===== config.mk =====
export PLATFORM = sky130hd
export DESIGN_NAME = tkm_ctrl
export DESIGN_NICKNAME = d
export VERILOG_FILES = /design/src/design/tkm_pkg.sv /design/src/design/tkm_ctrl.sv
export SDC_FILE = /design/constraint.sdc
export NUM_CORES = 1
export LEC_CHECK = 0
export BUFFER_PORTS_ARGS = -buffer_cell sky130_fd_sc_hd__clkbuf_2
export CORE_AREA = 10 10 47 49
export DETAILED_ROUTE_END_ITERATION = 8
export DIE_AREA = 0 0 57 59
export GPL_ROUTABILITY_DRIVEN = 0
export HOLD_SLACK_MARGIN = 0.15
export PLACE_DENSITY_LB_ADDON = 0.2
export RECOVER_POWER = 50
export SLEW_MARGIN = 10
export SYNTH_ARGS = -nofsm -noshare
export SYNTH_HDL_FRONTEND = slang
export SYNTH_SLANG_ARGS = --single-unit
export TNS_END_PERCENT = 10

===== constraint.sdc =====
create_clock -name clk_i -period 1.83 [get_ports clk_i]
set_input_delay 0.0915 -clock clk_i [delete_from_list [all_inputs] [get_ports clk_i]]
set_output_delay 0.0915 -clock clk_i [all_outputs]
set_load 0.02 [all_outputs]

===== src/design/tkm_pkg.sv =====
// Package for the top-k logit mask unit: sizes, status and action codes,
// item structs and the controller/datapath link types. No dependencies.
package tkm_pkg;

  localparam int VOCAB_DEPTH = 8192;
  localparam int MAX_KEEP    = 64;
  localparam int LOGIT_W     = 16;

  localparam int ADDR_W = $clog2(VOCAB_DEPTH);
  localparam int CNT_W  = $clog2(VOCAB_DEPTH + 1);
  localparam int FILL_W = $clog2(MAX_KEEP + 1);
  localparam int SEL_W  = (MAX_KEEP > 1) ? $clog2(MAX_KEEP) : 1;
  localparam int KEEP_W = FILL_W;
  localparam int STS_W  = 2;

  localparam logic ACT_LOAD = 1'b0;
  localparam logic ACT_READ = 1'b1;

  localparam logic [STS_W-1:0] STS_OK       = 2'd0;
  localparam logic [STS_W-1:0] STS_OVERFLOW = 2'd1;
  localparam logic [STS_W-1:0] STS_BEYOND   = 2'd2;

  typedef struct packed {
    logic                      action;
    logic signed [LOGIT_W-1:0] logit_value;
    logic                      last_load;
    logic [ADDR_W-1:0]         read_position;
  } in_item_t;

  typedef struct packed {
    logic signed [LOGIT_W-1:0] result_value;
    logic                      is_masked;
    logic signed [LOGIT_W-1:0] kth_threshold;
    logic                      filter_active;
    logic [CNT_W-1:0]          vector_length;
    logic [STS_W-1:0]          status;
  } out_item_t;

  typedef struct packed {
    logic load;
    logic read;
    logic fix;
    logic publish;
  } ctrl_cmd_t;

  typedef struct packed {
    logic drop;
  } dp_sts_t;

endpackage


===== src/design/tkm_ctrl.sv =====
// Controller for the top-k logit mask unit: sequences accept, threshold
// selection and result hand-off. Depends on tkm_pkg.
module tkm_ctrl (
  input  logic               clk_i,
  input  logic               rst_ni,
  input  logic               in_valid_i,
  input  logic               action_i,
  input  logic               last_load_i,
  output logic               in_ready_o,
  output logic               out_valid_o,
  input  logic               out_ready_i,
  input  tkm_pkg::dp_sts_t   sts_i,
  output tkm_pkg::ctrl_cmd_t cmd_o
);
  import tkm_pkg::*;

  localparam logic [1:0] ST_IDLE = 2'd0;
  localparam logic [1:0] ST_FIX  = 2'd1;
  localparam logic [1:0] ST_RESP = 2'd2;

  logic [1:0] state_q, state_d;
  logic       out_valid_q, out_valid_d;

  assign in_ready_o  = (state_q == ST_IDLE);
  assign out_valid_o = out_valid_q;

  always_comb begin
    state_d = state_q;
    cmd_o   = '0;
    case (state_q)
      ST_IDLE: begin
        if (in_valid_i) begin
          if (action_i == ACT_READ) begin
            cmd_o.read = 1'b1;
            state_d    = ST_RESP;
          end else begin
            cmd_o.load = 1'b1;
            if (last_load_i) begin
              state_d = ST_FIX;
            end else if (sts_i.drop) begin
              state_d = ST_RESP;
            end
          end
        end
      end
      ST_FIX: begin
        cmd_o.fix = 1'b1;
        state_d   = ST_RESP;
      end
      ST_RESP: begin
        // hold until the output register is free
        if (!out_valid_q || out_ready_i) begin
          cmd_o.publish = 1'b1;
          state_d       = ST_IDLE;
        end
      end
      default: state_d = ST_IDLE;
    endcase
  end

  always_comb begin
    if (cmd_o.publish) begin
      out_valid_d = 1'b1;
    end else if (out_ready_i) begin
      out_valid_d = 1'b0;
    end else begin
      out_valid_d = out_valid_q;
    end
  end

  always_ff @(posedge clk_i or negedge rst_ni) begin
    if (!rst_ni) begin
      state_q     <= ST_IDLE;
      out_valid_q <= 1'b0;
    end else begin
      state_q     <= state_d;
      out_valid_q <= out_valid_d;
    end
  end

  assert property (@(posedge clk_i) disable iff (!rst_ni)
    (in_valid_i && in_ready_o && action_i == ACT_LOAD && last_load_i) |=> state_q == ST_FIX)
    else $error("last load did not go to threshold selection");

endmodule


==> out/qor.yml, run 1 <==
status: "complete, no violations"
p_leak_nw: 0.144
pwr-share-seq_pct: 30.7
wl_um: 538
layout_commonest_cell: "clkbuf_2"
cts_hold_buf: 2
cts_setup_buffers: 0
grt_max_degree: 7
p_sw_share_pct: 33.0
synth-seq-cells: 3
synth-seq-area-share_pct: 45.1
first_pass_iters: 1
synth_nets: 24
synthCells: 17
num_vias: 188
critical_path_buf_inv_count: 1
final_util_pct: 20.2
placed_area_um2: 239
synth_area_leaders: "dfrtp_1 45%, nor4b_2 9.0%, nand2b_1 7.5%"
worst_setup_path_end_kind: "output port"
final_cell_mix: "10 x clkbuf_2, 3 x clkbuf_4, 3 x clkbuf_1, 3 x dfrtp_1"
antenna_left: 0
die_h_um: 59
first_iter_violations: 0
setup-tns-final_ns: 0
cp_slowest_cell: "dfrtp_1"
maxCapViolations: 0
cts_made_buffers: 3
port_buffers: 12
die_w_um: 57
synth_cell_type_count: 12
grt_pass1_vias: 212
cp.arrival_ns: 1.20
synth_area_per_cell_um2: 9.79
clkSinkCount: 3
antenna_cells: 0
fin_area_um2: 283
ios: 13
die_area_um2: 3360
vias_per_cell: 3.76
syn_to_final_growth_pct: 69.9
setup_viol: 0
cts_buffer_depth: 2
intPower_uw: 188
grt_pass1_wl_um: 855
drc_errors: 0
wl_per_cell_um: 10.8
crit_type: "reg2out"
start_kind: "flop"
slew_viol_final: 0
cp.required_ns: 1.74
initial_core_util_pct: 11.9
hold_viol: 0
post_cts_resize_count: 0
cts_htree_levels: 1
cp_max_fo: 6
root_buffer: "clkbuf_4"
antenna_found_initial: 0
relSlewSlack_pct: 82.8
dp.final_hpwl_um: 478
fin_crit_sh_pct: 70.7
clkTransAtPathRegs_ns: 0.04
peakVddDrop_mv: 0.216
crit_family: "flip-flops"
layout_min_cycle_time_ns: 1.29
grt_use_total_pct: 3.54
drive_above_1_share_pct: 41.2
clock_skew_ns: 0.00195
synth_area_leader_cell: "dfrtp_1"
max_stage_delay_ns: 0.42
worst_slew_pin_slew_ns: 0.259
switching_power_uw: 92.2
nets: 42
crit_cells: 2
worstSkewPairLatency_ns: 0.24
num-fill-cells: 166
ys_warn_count: 0
hp-class: "in2reg"
hold_depth: 3
core_area_um2: 1400
rr_worst_depth: 2
pwr_density_cell_nw_per_um2: 990
rows: 14
p_clk_share_pct: 42.1
cts_tree: "done"
max_freq_mhz: 772
yosysTopAreaCellShare_pct: 45.1
pwr-share-comb_pct: 27.2
rsz0062_at_grt: "no"
cp_cell_sequence: "nor4b_2 > clkbuf_2"
synth_area_um2: 166
gr-total-overflow: 0
==> registers in the layout (all words and copies together) (netlist names) <==
signal,count
out_valid_o,1
state_q,2
==> final cells by class <==
type	count	area (um^2)	share of cell area, %
clock buffer	4	26.3	9.29
inverter	1	3.75	1.33
multi-input combinational	12	80.1	28.3
sequential	3	75.1	26.5
tap	16	20.0	7.08
timing repair buffer	14	77.6	27.4
==> logic make-up (layout without fill, tap and decap cells) <==
logic type             Yosys count  in the layout  synth area share, %
AO/OA/AOI/OAI                    2              2                 9.78
flip-flops                       3              3                 45.1
AND/OR/NAND/NOR                 10             10                 38.3
buffers and inverters            2             19                 6.77
==> worst reg2reg max path, stage by stage (launching register included) <==
cell and delay [ns]:
dfrtp_1 0.42, nor4b_2 0.33, and2_1 0.17
==> cell usage after synthesis <==
cell	n
dfrtp_1	3
nand2b_1	2
nor2_1	2
nor2b_1	2
a211oi_1	1
and2_1	1
and3_1	1
buf_4	1
inv_1	1
nand2_1	1
nor4b_2	1
o32ai_1	1
==> per-layer routing <==
layer | vias up | track usage (%) | wire [um]
met5 | - | 0 | 0
li1 | 91 | - | -
met3 | 3 | 1.29 | 17
met2 | 5 | 6.51 | 344
met1 | 89 | 2.25 | 145
met4 | 0 | 5.03 | 30
==> power groups by stage <==
stage               Clock [mW]  Combinational (mW)  Sequential (mW)
finish                   0.118              0.0762           0.0858
global route             0.129              0.0834           0.0866
CTS                      0.125              0.0802           0.0856
detailed placement           0              0.0768           0.0865
global placement             0              0.0762           0.0856
floorplan                    0              0.0438           0.0915
==> worst paths after layout <==
check	startpoint	to	slack (ns)
max in group asynchronous	rst_ni	state_q[0]$_DFFE_PN0P_	1.48
max	state_q[0]$_DFFE_PN0P_	cmd_o[3]	0.54
min in group asynchronous	rst_ni	out_valid_o$_DFFE_PN0P_	0.19
max reg2reg	state_q[0]$_DFFE_PN0P_	state_q[0]$_DFFE_PN0P_	0.85
min	out_ready_i	out_valid_o$_DFFE_PN0P_	0.17
min reg2reg	out_valid_o$_DFFE_PN0P_	out_valid_o$_DFFE_PN0P_	0.54
==> per-stage QoR <==
stage / total power [mW] / worst slack, ns / hold slack, ns / std cells
after floorplan: 0.135 / 0.611 / -0.204 / 17
after global placement: 0.162 / 0.816 / -0.106 / 44
after detailed placement: 0.163 / 0.774 / -0.108 / 44
after CTS: 0.291 / 0.518 / 0.163 / 50
after global routing: 0.299 / 0.466 / 0.182 / 50
final: 0.280 / 0.535 / 0.171 / 50
Power figures use the tool's default switching activity.
==> run 2: changes to the inputs <==
==> constraint.sdc (replaced) <==
create_clock -name clk_i -period 1.1 [get_ports clk_i]
set_input_delay 0.055 -clock clk_i [delete_from_list [all_inputs] [get_ports clk_i]]
set_output_delay 0.055 -clock clk_i [all_outputs]
set_load 0.02 [all_outputs]
==> run 2 against run 1 <==
The run now ends with setup timing left. Sequential share of layout area is 4.0 points lower. Register-to-register slack lost 0.71 ns. Final cell count is 6.0% higher. Global-route usage rose by 0.70 points. Via count increased by 6.4%. Largest cell class is now buffers. Largest power group unchanged. Highest routed layer unchanged.
==> out/qor.yml, run 2 (synthesis results as in run 1) <==
status: "finished, violations left"
violations: "setup timing"
drive_above_1_share_pct: 51.4
worst_setup_path_end_kind: "output port"
grt_max_degree: 7
core_area_um2: 1400
hold_viol: 0
num_vias: 200
slew_viol_final: 0
final_util_pct: 24.6
fin_crit_sh_pct: 112
num-fill-cells: 159
max_freq_mhz: 811
grt_pass1_vias: 216
layout_min_cycle_time_ns: 1.23
nets: 45
initial_core_util_pct: 11.9
largest_reg_flops: 2
setup_viol: 3
cts_tree: "done"
start_kind: "flop"
die_area_um2: 3360
cp_max_fo: 5
vias_per_cell: 3.77
crit_type: "reg2out"
cts_made_buffers: 3
syn_to_final_growth_pct: 107
cp.arrival_ns: 1.18
gr-total-overflow: 0
setup_ws_ns: -0.133
cts_buffer_depth: 2
layout_commonest_cell: "clkbuf_2"
antenna_found_initial: 0
rsz0062_at_grt: "yes"
grt_use_total_pct: 4.24
p_leak_nw: 0.168
worst_slew_pin_slew_ns: 0.262
wl_per_cell_um: 11.6
worstSkewPairLatency_ns: 0.24
hp-class: "in2reg"
relSlewSlack_pct: 82.6
grt_pass1_wl_um: 1000
regMostFlops: "state_q"
cp.required_ns: 1.04
cts_htree_levels: 1
root_buffer: "clkbuf_4"
final_cell_mix: "6 x clkbuf_2, 4 x clkbuf_4, 4 x dlygate4sd3_1"
wl_um: 613
rows: 14
maxCapViolations: 0
dp_cells: 44
die_h_um: 59
antenna_cells: 0
drc_errors: 0
cts_hold_buf: 4
reg2reg_slack_ns: 0.14
port_buffers: 12
clkSinkCount: 3
antenna_left: 0
pwr_density_cell_nw_per_um2: 1500
whs_ns: 0.119
first_iter_violations: 5
die_w_um: 57
cp_cell_sequence: "nor4b_4 > clkbuf_8"
cp_slowest_cell: "dfrtp_2"
first_pass_iters: 2
max_stage_delay_ns: 0.44
setup-tns-final_ns: -0.289
ios: 13
dp.final_hpwl_um: 416
peakVddDrop_mv: 0.677
clkTransAtPathRegs_ns: 0.04
fin_cells: 53
clock_skew_ns: 0.00183
pre_cts_slack_ns: 0.0988
## run 2: changes by cell type in the layout (fill, tap and decap cells not counted), moves of 2 or more
cell,before,now
dlygate4sd3_1,2,4
dfrtp_1,3,1
buf_4,0,2
clkbuf_2,10,6
dfrtp_2,0,2
buf_2,0,2
## run 2: metal layers
| metal | global-route usage (%) | up-vias | wire [um] |
|---|---|---|---|
| met3 | 5.36 | 2 | 95 |
| met1 | 4.53 | 84 | 322 |
| met2 | 4.03 | 17 | 185 |
| li1 | - | 97 | - |
| met4 | 3.02 | 0 | 10 |
| met5 | 0 | - | 0 |
## run 2: stage by stage
step | power (mW) | cell area, um^2
after global routing | 0.563 | 344
after CTS | 0.529 | 345
after floorplan | 0.231 | 175
final | 0.517 | 344
after global placement | 0.274 | 248
after detailed placement | 0.274 | 248
## run 2: final timing paths
path | startpoint | to | cells past startpoint
max | state_q[1]$_DFFE_PN0P_ | cmd_o[3] | 2
min | out_ready_i | out_valid_o$_DFFE_PN0P_ | 3
max reg2reg | state_q[1]$_DFFE_PN0P_ | state_q[0]$_DFFE_PN0P_ | 2
min reg2reg | out_valid_o$_DFFE_PN0P_ | out_valid_o$_DFFE_PN0P_ | 2
max in group asynchronous | rst_ni | state_q[1]$_DFFE_PN0P_ | 3
min in group asynchronous | rst_ni | out_valid_o$_DFFE_PN0P_ | 3
## run 2: final cells by class
class                   count  area [um^2]  share of cell area [%]
inverters                   1         3.75                    1.09
clock buffers               4         26.3                    7.64
well taps                  16         20.0                    5.82
repair buffers             17          120                    34.9
multi-input cells          12         96.3                    28.0
flip-flops and latches      3         77.6                    22.5
## run 2: repair_timing
item                                   CTS  global route
setup buffers                            1             0
resized for setup                        7             3
setup endpoints to repair                4             5
endpoints found under the hold margin    6             1
pin swaps                                1             0
## run 2: critical path, delay by kind of cell, from the launching register on
kind / cells / cell delay [ns]
and+or+nand+nor: 1 / 0.30
buffers and inverters: 1 / 0.20
DFF: 1 / 0.44
## run 2: power by group
group	internal, mW	leakage, nW	switching [mW]
clock network	0.137	0.0150	0.0704
logic	0.0789	0.118	0.0829
registers	0.129	0.0355	0.0195
total	0.344	0.168	0.173
==> run 3: changes to the inputs <==
--- a/config.mk
+++ b/config.mk
@@ -6,6 +6,8 @@
 export NUM_CORES = 1
 export LEC_CHECK = 0
 export BUFFER_PORTS_ARGS = -buffer_cell sky130_fd_sc_hd__clkbuf_2
+export CELL_PAD_IN_SITES_DETAIL_PLACEMENT = 0
+export CELL_PAD_IN_SITES_GLOBAL_PLACEMENT = 1
 export CORE_AREA = 10 10 47 49
 export DETAILED_ROUTE_END_ITERATION = 8
 export DIE_AREA = 0 0 57 59
==> run 3 against run 2 <==
The flow still finishes with violations (setup timing). Non-clock buffer count is 1 higher. Critical path type unchanged. Combinational power increased by 4%. Sequential power barely moved. Die area is the same. Register-to-register slack got worse by 0.20 ns. First-iteration DRC count fell by 100%.
==> out/qor.yml, run 3 (synthesis results as in run 1) <==
status: "finished, violations left"
violations: "setup timing"
pwr_density_cell_nw_per_um2: 1460
wl_um: 576
worst_setup_path_end_kind: "output port"
layout_min_cycle_time_ns: 1.23
antenna_cells: 0
peakVddDrop_mv: 0.521
slew_viol_final: 0
hold_depth: 3
final_cell_mix: "7 x clkbuf_2, 4 x clkbuf_4, 4 x buf_4"
setup_viol: 4
start_kind: "flop"
gr-total-overflow: 0
power_uw: 509
cts_buffer_depth: 2
worst_hold_path.endpoint: "out_valid_o$_DFFE_PN0P_"
nets: 46
first_pass_iters: 1
pre_cts_slack_ns: 0.0886
largest_reg_flops: 2
relSlewSlack_pct: 84.3
first_iter_violations: 0
port_buffers: 12
rr_worst_depth: 4
num_vias: 200
setup-tns-final_ns: -0.297
maxCapViolations: 0
core_area_um2: 1400
fin_crit_sh_pct: 112
hp-class: "in2reg"
cts_htree_levels: 1
antenna_left: 0
cts_made_buffers: 3
ios: 13
clock_skew_ns: 0.000529
vias_per_cell: 3.70
setup_ws_ns: -0.130
hold_viol: 0
grt_max_degree: 7
num-fill-cells: 172
r2r-start: "state_q[1]$_DFFE_PN0P_"
root_buffer: "clkbuf_4"
drive_above_1_share_pct: 55.3
worstSkewPairLatency_ns: 0.23
crit_type: "reg2out"
antenna_found_initial: 0
rsz0062_at_grt: "yes"
cp.arrival_ns: 1.18
die_h_um: 59
reg2reg_to: "state_q[0]$_DFFE_PN0P_"
cts_tree: "done"
max_freq_mhz: 813
rows: 14
grt_use_total_pct: 3.89
min_from: "out_ready_i"
grt_pass1_vias: 248
regMostFlops: "state_q"
die_area_um2: 3360
grt_pass1_wl_um: 972
cp.required_ns: 1.04
p_leak_nw: 0.174
initial_core_util_pct: 11.9
die_w_um: 57
reg2reg_slack_ns: -0.06
clkSinkCount: 3
layout_commonest_cell: "clkbuf_2"
wl_per_cell_um: 10.7
worst_slew_pin_slew_ns: 0.235
cp_max_fo: 5
syn_to_final_growth_pct: 110
drc_errors: 0
clkTransAtPathRegs_ns: 0.04
run 3: critical path, stage by stage (launching register included):
cell and delay [ns]:
dfrtp_2 0.44, nor4b_4 0.31, clkbuf_8 0.20
run 3: report_power, final:
part,total (mW),internal [mW],switching [mW]
Sequential,0.148,0.129,0.0191
Combinational,0.169,0.0845,0.0848
Clock,0.192,0.136,0.0558
run 3: what timing repair did:
| action | CTS | global route |
|---|---|---|
| hold buffers | 3 | 0 |
| setup endpoints to repair | 4 | 5 |
| hold endpoints to repair | 6 | 0 |
| gates resized for setup | 5 | 4 |
| setup buffers | 1 | 2 |
| pin swaps | 1 | 1 |
run 3: worst max path at each step:
| stage | cells past startpoint | start | slack [ns] | end |
|---|---|---|---|---|
| after global placement | 3 | state_q[0]$_DFFE_PN0P_ | 0.10 | cmd_o[0] |
| final | 2 | state_q[1]$_DFFE_PN0P_ | -0.13 | cmd_o[3] |
| after global routing | 2 | state_q[1]$_DFFE_PN0P_ | -0.19 | cmd_o[3] |
| after detailed placement | 2 | state_q[0]$_DFFE_PN0P_ | 0.09 | cmd_o[3] |
| after CTS | 2 | state_q[1]$_DFFE_PN0P_ | -0.13 | cmd_o[3] |
| after floorplan | 2 | state_q[0]$_DFFE_PN0P_ | -0.04 | cmd_o[2] |
run 3: through the flow:
stage / hold WS (ns) / std cells / cell area (um^2) / util (%)
global placement: -0.143 / 44 / 248 / 17.7
CTS: 0.124 / 52 / 327 / 23.3
detailed placement: -0.146 / 44 / 248 / 17.7
global route: 0.157 / 54 / 349 / 24.9
floorplan: -0.241 / 17 / 175 / -
finish: 0.119 / 54 / 349 / 24.9
run 3: layout make-up:
| class | instances | area [um^2] | area share [%] |
|---|---|---|---|
| timing repair buffer | 18 | 125 | 35.8 |
| clock buffer | 4 | 26.3 | 7.53 |
| inverter | 1 | 3.75 | 1.08 |
| multi-input combinational | 12 | 96.3 | 27.6 |
| sequential | 3 | 77.6 | 22.2 |
| tap | 16 | 20.0 | 5.73 |
run 3: layer usage:
metal | part of all wire, % | vias to the layer above | global-route usage (%)
met5 | 0 | - | 0
met4 | 0 | 0 | 5.03
met3 | 3.0 | 0 | 1.29
met2 | 67 | 3 | 6.98
met1 | 30 | 98 | 2.84
li1 | - | 99 | -
